--- src/design/damped_allpass_reverb_assert.svh ---
// Assertion shorthands for the reverb section. Both expect clk_i and rst_ni in scope.
`ifndef DAMPED_ALLPASS_REVERB_ASSERT_SVH
`define DAMPED_ALLPASS_REVERB_ASSERT_SVH

// Condition must hold at every edge out of reset.
`define DAR_ASSERT_ALWAYS(lbl, cond, msg) \
  lbl: assert property (@(posedge clk_i) disable iff (!rst_ni) (cond)) else $error(msg);

// Consequent must hold in the cycle after the antecedent.
`define DAR_ASSERT_NEXT(lbl, ante, cons, msg) \
  lbl: assert property (@(posedge clk_i) disable iff (!rst_ni) (ante) |=> (cons)) \
    else $error(msg);

`endif

--- src/design/dar_pkg.sv ---
`default_nettype none

package dar_pkg;

  localparam int unsigned MaxDelayDef = 65536;

  localparam int unsigned SampleW = 24;
  localparam int unsigned CoefW   = 15;
  localparam int unsigned DelayW  = 16;
  localparam int unsigned CfgIdxW = 2;
  localparam int unsigned CfgDataW = 16;

  // register indexes
  localparam logic [CfgIdxW-1:0] RegDelay    = 2'd0;
  localparam logic [CfgIdxW-1:0] RegAllpass  = 2'd1;
  localparam logic [CfgIdxW-1:0] RegDamping  = 2'd2;
  localparam logic [CfgIdxW-1:0] RegFeedback = 2'd3;

  // reset values
  localparam int unsigned      DelayRst    = 1024;
  localparam logic [CoefW-1:0] AllpassRst  = 15'd21299;
  localparam logic [CoefW-1:0] DampingRst  = 15'd19661;
  localparam logic [CoefW-1:0] FeedbackRst = 15'd19661;

  typedef struct packed {
    logic [CoefW-1:0] alpha;
    logic [CoefW-1:0] damp;
    logic [CoefW-1:0] fb;
  } coef_t;

  // Q1.15 product back to integer, nearest with halves upward.
  function automatic logic signed [32:0] rnd15(input logic signed [47:0] p);
    logic signed [47:0] s;
    s = p + 48'sd16384;
    return s[47:15];
  endfunction

  function automatic logic signed [23:0] sat24(input logic signed [27:0] x);
    if (x > 28'sd8388607) begin
      return 24'sh7fffff;
    end else if (x < -28'sd8388608) begin
      return 24'sh800000;
    end else begin
      return x[23:0];
    end
  endfunction

endpackage

`default_nettype wire

--- src/design/dar_dist.sv ---
`default_nettype none

// delay_length modulo the memory depth by reciprocal multiplication, in quotient, remainder and correction steps
module dar_dist #(
  parameter int unsigned MaxDelay = dar_pkg::MaxDelayDef,
  localparam int unsigned AW = $clog2(MaxDelay)
) (
  input  wire logic                        clk_i,
  input  wire logic                        rst_ni,
  input  wire logic                        start_i,
  input  wire logic [dar_pkg::DelayW-1:0]  delay_i,
  output logic                             busy_o,
  output logic      [AW-1:0]               dist_o
);
  import dar_pkg::*;

  localparam int unsigned MW      = $clog2(MaxDelay + 1);
  localparam int unsigned RW      = MW + DelayW;
  localparam int unsigned DistRst = DelayRst % MaxDelay;
  // floor(2^32 / depth): the quotient estimate comes out exact or one short
  localparam logic [31:0]   Recip = 32'((64'd1 << 32) / 64'(MaxDelay));
  localparam logic [RW-1:0] MaxR  = RW'(MaxDelay);

  typedef enum logic [3:0] {
    StIdle = 4'b0001,
    StQuot = 4'b0010,
    StRem  = 4'b0100,
    StFix  = 4'b1000
  } state_e;

  state_e            state_q, state_d;
  logic [DelayW-1:0] dly_q, dly_d, quot_q, quot_d;
  logic [RW-1:0]     rem_q, rem_d, r_q, r_d;
  logic [47:0]       prod;
  logic [RW-1:0]     qm;

  always_comb begin
    prod = 48'(dly_q) * 48'(Recip);
    qm   = RW'(quot_q) * MaxR;
  end

  always_comb begin
    state_d = state_q;
    dly_d   = dly_q;
    quot_d  = quot_q;
    rem_d   = rem_q;
    r_d     = r_q;
    if (start_i) begin
      dly_d   = delay_i;
      state_d = StQuot;
    end else begin
      case (state_q)
        StQuot: begin
          quot_d  = prod[47:32];
          state_d = StRem;
        end
        StRem: begin
          rem_d   = RW'(dly_q) - qm;
          state_d = StFix;
        end
        StFix: begin
          if (rem_q >= MaxR) begin
            r_d = rem_q - MaxR;
          end else begin
            r_d = rem_q;
          end
          state_d = StIdle;
        end
        default: state_d = StIdle;
      endcase
    end
  end

  always_ff @(posedge clk_i or negedge rst_ni) begin
    if (!rst_ni) begin
      state_q <= StIdle;
      dly_q   <= '0;
      quot_q  <= '0;
      rem_q   <= '0;
      r_q     <= RW'(DistRst);
    end else begin
      state_q <= state_d;
      dly_q   <= dly_d;
      quot_q  <= quot_d;
      rem_q   <= rem_d;
      r_q     <= r_d;
    end
  end

  assign busy_o = (state_q != StIdle);
  assign dist_o = r_q[AW-1:0];

endmodule

`default_nettype wire

--- config.mk ---
export PLATFORM = sky130hd
export DESIGN_NAME = dar_dist
export DESIGN_NICKNAME = d
export VERILOG_FILES = /design/src/design/damped_allpass_reverb_assert.svh /design/src/design/dar_pkg.sv /design/src/design/dar_dist.sv
export SDC_FILE = /design/constraint.sdc
export NUM_CORES = 1
export LEC_CHECK = 0
export ABC_AREA = 0
export BUFFER_PORTS_ARGS = -buffer_cell sky130_fd_sc_hd__buf_2
export CORE_ASPECT_RATIO = 0.7
export CORE_MARGIN = 8
export CORE_UTILIZATION = 45
export CTS_BUF_LIST = sky130_fd_sc_hd__clkbuf_2 sky130_fd_sc_hd__clkbuf_4 sky130_fd_sc_hd__clkbuf_8
export DETAILED_ROUTE_END_ITERATION = 6
export PLACE_DENSITY_LB_ADDON = 0.08
export SKIP_LAST_GASP = 1
export SLEW_MARGIN = 20
export SYNTH_ARGS = -nofsm -noshare
export SYNTH_HDL_FRONTEND = slang
export SYNTH_SLANG_ARGS = --single-unit
export TNS_END_PERCENT = 20
--- constraint.sdc ---
create_clock -name clk_i -period 3.2 [get_ports clk_i]
set_input_delay 0.48 -clock clk_i [delete_from_list [all_inputs] [get_ports clk_i]]
set_output_delay 0.48 -clock clk_i [all_outputs]
set_load 0.01 [all_outputs]
* Yosys cells after proc, flatten, opt, wreduce, memory -nomap -nowiden
Index checks and enable logic that the tools add are counted.
Word-level totals: bits in registers 52, output and inout bits 17, bits of input ports 19, logic and storage cells 16
Cells by class: eq/ne operators 4, bitwise logic cells 1, $lt $le $gt $ge 1, muxes and demuxes 3, add/sub/neg operators 1, reductions and logical operators 2
Operator list (count):
- $ge 16x17->1 const B | 1
- $mux 16 | 1
- $sub 16x1->16 const B | 1
- $pmux 4 s2 | 1
- $eq 4x2->1 const B | 1
- $eq 4x3->1 const B | 1
- $eq 4x4->1 const B | 1
- $mux 4 | 1
- $ne 4x1->1 const B | 1
- $reduce_and 2->1 | 2
- $not 1->1 | 1

* Longest topological paths before layout
depth in word-level cells 3, depth in mapped cells 5, gate-level depth less buffers 3

* Least setup slack after synthesis
OpenSTA, ideal clock, no wires.
path type input port to flip-flop, start input start_i, end register rem_q[10], stages 5, setup slack 1584 ps, data arrival time 1490 ps, buffers on the path 2, setup time 125 ps, data required time 3075 ps, cells stage by stage buf_6 -> nor3_4 -> nand3b_4 -> buf_6 -> mux2_4
Between the ends: cells in the longest elaborated chain, start to end 2
RTL lines:
- start, declared | RTL line dar_dist.sv:10 | input wire logic start_i,
- $not 1->1 (no line)
- $reduce_and 2->1 (no line)
- end signal, assigned | RTL line dar_dist.sv:85 | rem_q <= rem_d;
- end, declared | RTL line dar_dist.sv:33 | logic [RW-1:0] rem_q, rem_d, r_q, r_d;
Every way passes these cells. A chain may end at the register's enable or synchronous reset.

* Worst setup path in the final report
start register state_q[2], end output busy_o
Between the ends: cells in the longest elaborated chain, start to end 1
RTL lines:
- start, declared | RTL line dar_dist.sv:31 | state_e state_q, state_d;
- start signal, assigned | RTL line dar_dist.sv:76 | state_q <= StIdle;
- start signal, assigned | RTL line dar_dist.sv:82 | state_q <= state_d;
- $ne 4x1->1 | RTL line dar_dist.sv:90 | assign busy_o = (state_q != StIdle);
- end, declared | RTL line dar_dist.sv:12 | output logic busy_o,
Every way passes these cells.

==> results.sh <==
export IMPL_startpoint_type="register"
export IMPL_die_h_um=72.5
export IMPL_synth_compound_area_share=0.00244
export IMPL_synthXorXnorAreaFrac=0.00427
export IMPL_period_share=0.516
export IMPL_critPathMaxStageDelay_ns=0.46
export IMPL_pre_cts_slack_ns=1.23
export IMPL_total_power_w=0.00139
export IMPL_async_flop_share=1.00
export IMPL_synth_cell_types=15
export IMPL_num_io_pins=36
export IMPL_drtIter0Drc=33
export IMPL_fin_skew_ns=0.00258
export IMPL_ctsHoldBuffers=0
export IMPL_clk_latency_ns=0.30
export IMPL_synthCells=115
export IMPL_seqCellArea_mm2=0.00130
export IMPL_critPathSlowestCell="dfrtp_1"
export IMPL_fp_row_count=20
export IMPL_grtUsageTotal=0.106
export IMPL_grt_max_degree=53
export IMPL_h_tree_depth=2
export IMPL_wire_per_inst_um=16.6
export IMPL_synth_fa_ha_area_frac=0
export IMPL_antenna_left=0
export IMPL_path_max_fanout=4
export IMPL_hpwl_um=2330
export IMPL_dr_pass1_iters=3
export IMPL_nets=172
export IMPL_nFillCells=380
export IMPL_crit_chain="nor2_1 -> nand3b_1 -> buf_2"
export IMPL_cts_root_buf="clkbuf_8"
export IMPL_cts_resized=0
export IMPL_die_w_um=96.7
export IMPL_grt_antenna_before_repair=0
export IMPL_cts_setup_buffers=0
export IMPL_drive_above_1_share=0.623
export IMPL_grt_pass1_vias=1178
export IMPL_fin_util=0.541
export IMPL_synth_area_leaders="dfrtp_1 61%, mux2_2 16%, mux2_4 14%"
export IMPL_yosys_top_cells_count="50 x dfrtp_1, 29 x mux2_2, 19 x mux2_4"
export IMPL_rsz0062_at_grt="false"
export IMPL_syn_nets=134
export IMPL_fmax_mhz=605
export IMPL_reg2reg_slack_ns=1.64
export IMPL_worstSetupEndpointType="primary output"
export IMPL_crit_type="register to primary output"
export IMPL_coreArea_mm2=0.00435
export IMPL_syn_to_final_growth_pct=14.9
export IMPL_setup_viol=0
export IMPL_syn_area_mm2=0.00205
export IMPL_drc=0
export IMPL_p_leak_nw=1.28
export IMPL_fin_ws_ns=1.55
export IMPL_yosysTopAreaCell="dfrtp_1"
export IMPL_grt_pass1_wl_um=5820
export IMPL_crit_required_ns=2.72
export IMPL_diodes=0
export IMPL_power_density_mw_per_mm2=591
export IMPL_synthMuxAreaShare=0.298
export IMPL_dieArea_mm2=0.00701
export IMPL_worst_slew_pin_slew_ns=0.649
export IMPL_yosysSeqAreaShare=0.636
export IMPL_cts_tree="built"
export IMPL_ir_drop_mv=0.259
export IMPL_slew_limit_headroom=0.567
export IMPL_clockBufferDepth=2
export IMPL_yosysMostFrequentCell="dfrtp_1"
export IMPL_synth_top_area_share=0.610
export IMPL_setup_tns_ns=0
export IMPL_start_util=0.471
export IMPL_synth_seq_cells=52
export IMPL_multiInputGateArea_um2=706
export IMPL_period_needed_ns=1.65
export IMPL_synthSimpleGateAreaFrac=0.0390
export IMPL_synth_top_family_by_area="multiplexers"
export IMPL_yosys_warnings=0
export IMPL_place_congestion=0.618
export IMPL_io_buffer_count=35
export IMPL_clkSinkCount=52
export IMPL_cp_arrival_ns=1.17
export IMPL_clk_pin_slew_ns=0.08
export IMPL_cts_buffers=5
export IMPL_routed_wl_um=3460
export IMPL_dr_total_vias=1034
export IMPL_drv_slew=0
export IMPL_vias_per_cell=4.95
export IMPL_synth_ff_type="dfrtp_1"
export IMPL_synth_edf_count=0
export IMPL_hold_viol=0
export IMPL_max_cap_viol_count=0
export IMPL_hp_class="input port to async pin"
export IMPL_grt_overflow_total=0
export IMPL_status="complete, no violations"
export IMPL_avgSynthCellArea_um2=17.8
==> logic make-up (layout without fill, tap and decap cells) <==
logic type | count (synthesis) | count (layout)
AOI/OAI and AO/OA | 1 | 1
xor gates and xnor gates | 1 | 1
buffers and inverters | 5 | 44
DFF | 52 | 52
muxes | 48 | 48
and+or+nand+nor | 8 | 8
==> layout by cell type (no fill, tap or decap), drive strengths merged, types with 2 or more instances in the layout <==
cell type and count:
dfrtp 50, mux2 48, buf 35, clkbuf 8, nand3b 3, nor2 2, dfstp 2, nor3 2
==> through the flow <==
stage,cells,cell area (µm²),hold slack (ns)
global placement,201,2260,0.483
detailed placement,201,2260,0.491
global route,209,2360,0.230
finish,209,2360,0.189
floorplan,115,2050,0.184
CTS,209,2350,0.394
==> flip-flops by register name, summed over array words and instances, names as in the netlist <==
register / count
dly_q: 16
r_q: 16
rem_q: 16
state_q: 4
==> cell type report <==
cell class | count | share of cell area
clock buffer | 8 | 0.0414
tap | 55 | 0.0292
inverter | 1 | 0.00159
timing repair buffer | 35 | 0.0754
multi-input combinational | 58 | 0.299
sequential | 52 | 0.553
==> final timing paths <==
check | to | startpoint | depth (start not counted)
worst max-delay path | busy_o | state_q[2]$_DFF_PN0_ | 3
worst min-delay path | rem_q[15]$_DFFE_PN0P_ | rst_ni | 1
worst max register to register | rem_q[8]$_DFFE_PN0P_ | state_q[1]$_DFF_PN0_ | 3
worst min register to register | dly_q[15]$_DFFE_PN0P_ | dly_q[15]$_DFFE_PN0P_ | 1
max in group asynchronous | rem_q[1]$_DFFE_PN0P_ | rst_ni | 1
min in group clk_i | dly_q[9]$_DFFE_PN0P_ | delay_i[9] | 2
==> per-layer routing <==
layer | GRT usage | vias up | routed length [µm]
met5 | 0 | - | 0
met4 | 0.0560 | 0 | 64
met3 | 0.0465 | 8 | 205
met2 | 0.163 | 24 | 1640
met1 | 0.123 | 527 | 1550
li1 | - | 475 | -
==> worst max-delay path, delay by kind of cell (launching register included) <==
kind / cells / cell delay, ns
DFF: 1 / 0.46
and+or+nand+nor: 2 / 0.28
buffers and inverters: 1 / 0.15
==> report_power, final <==
part | switching [W] | internal [W] | leakage, nW
clock | 0.000197 | 0.000194 | 0.0523
combinational | 0.0000626 | 0.000124 | 0.571
sequential | 0.0000564 | 0.000760 | 0.655
No activity file was read; power rests on OpenSTA's default activity.
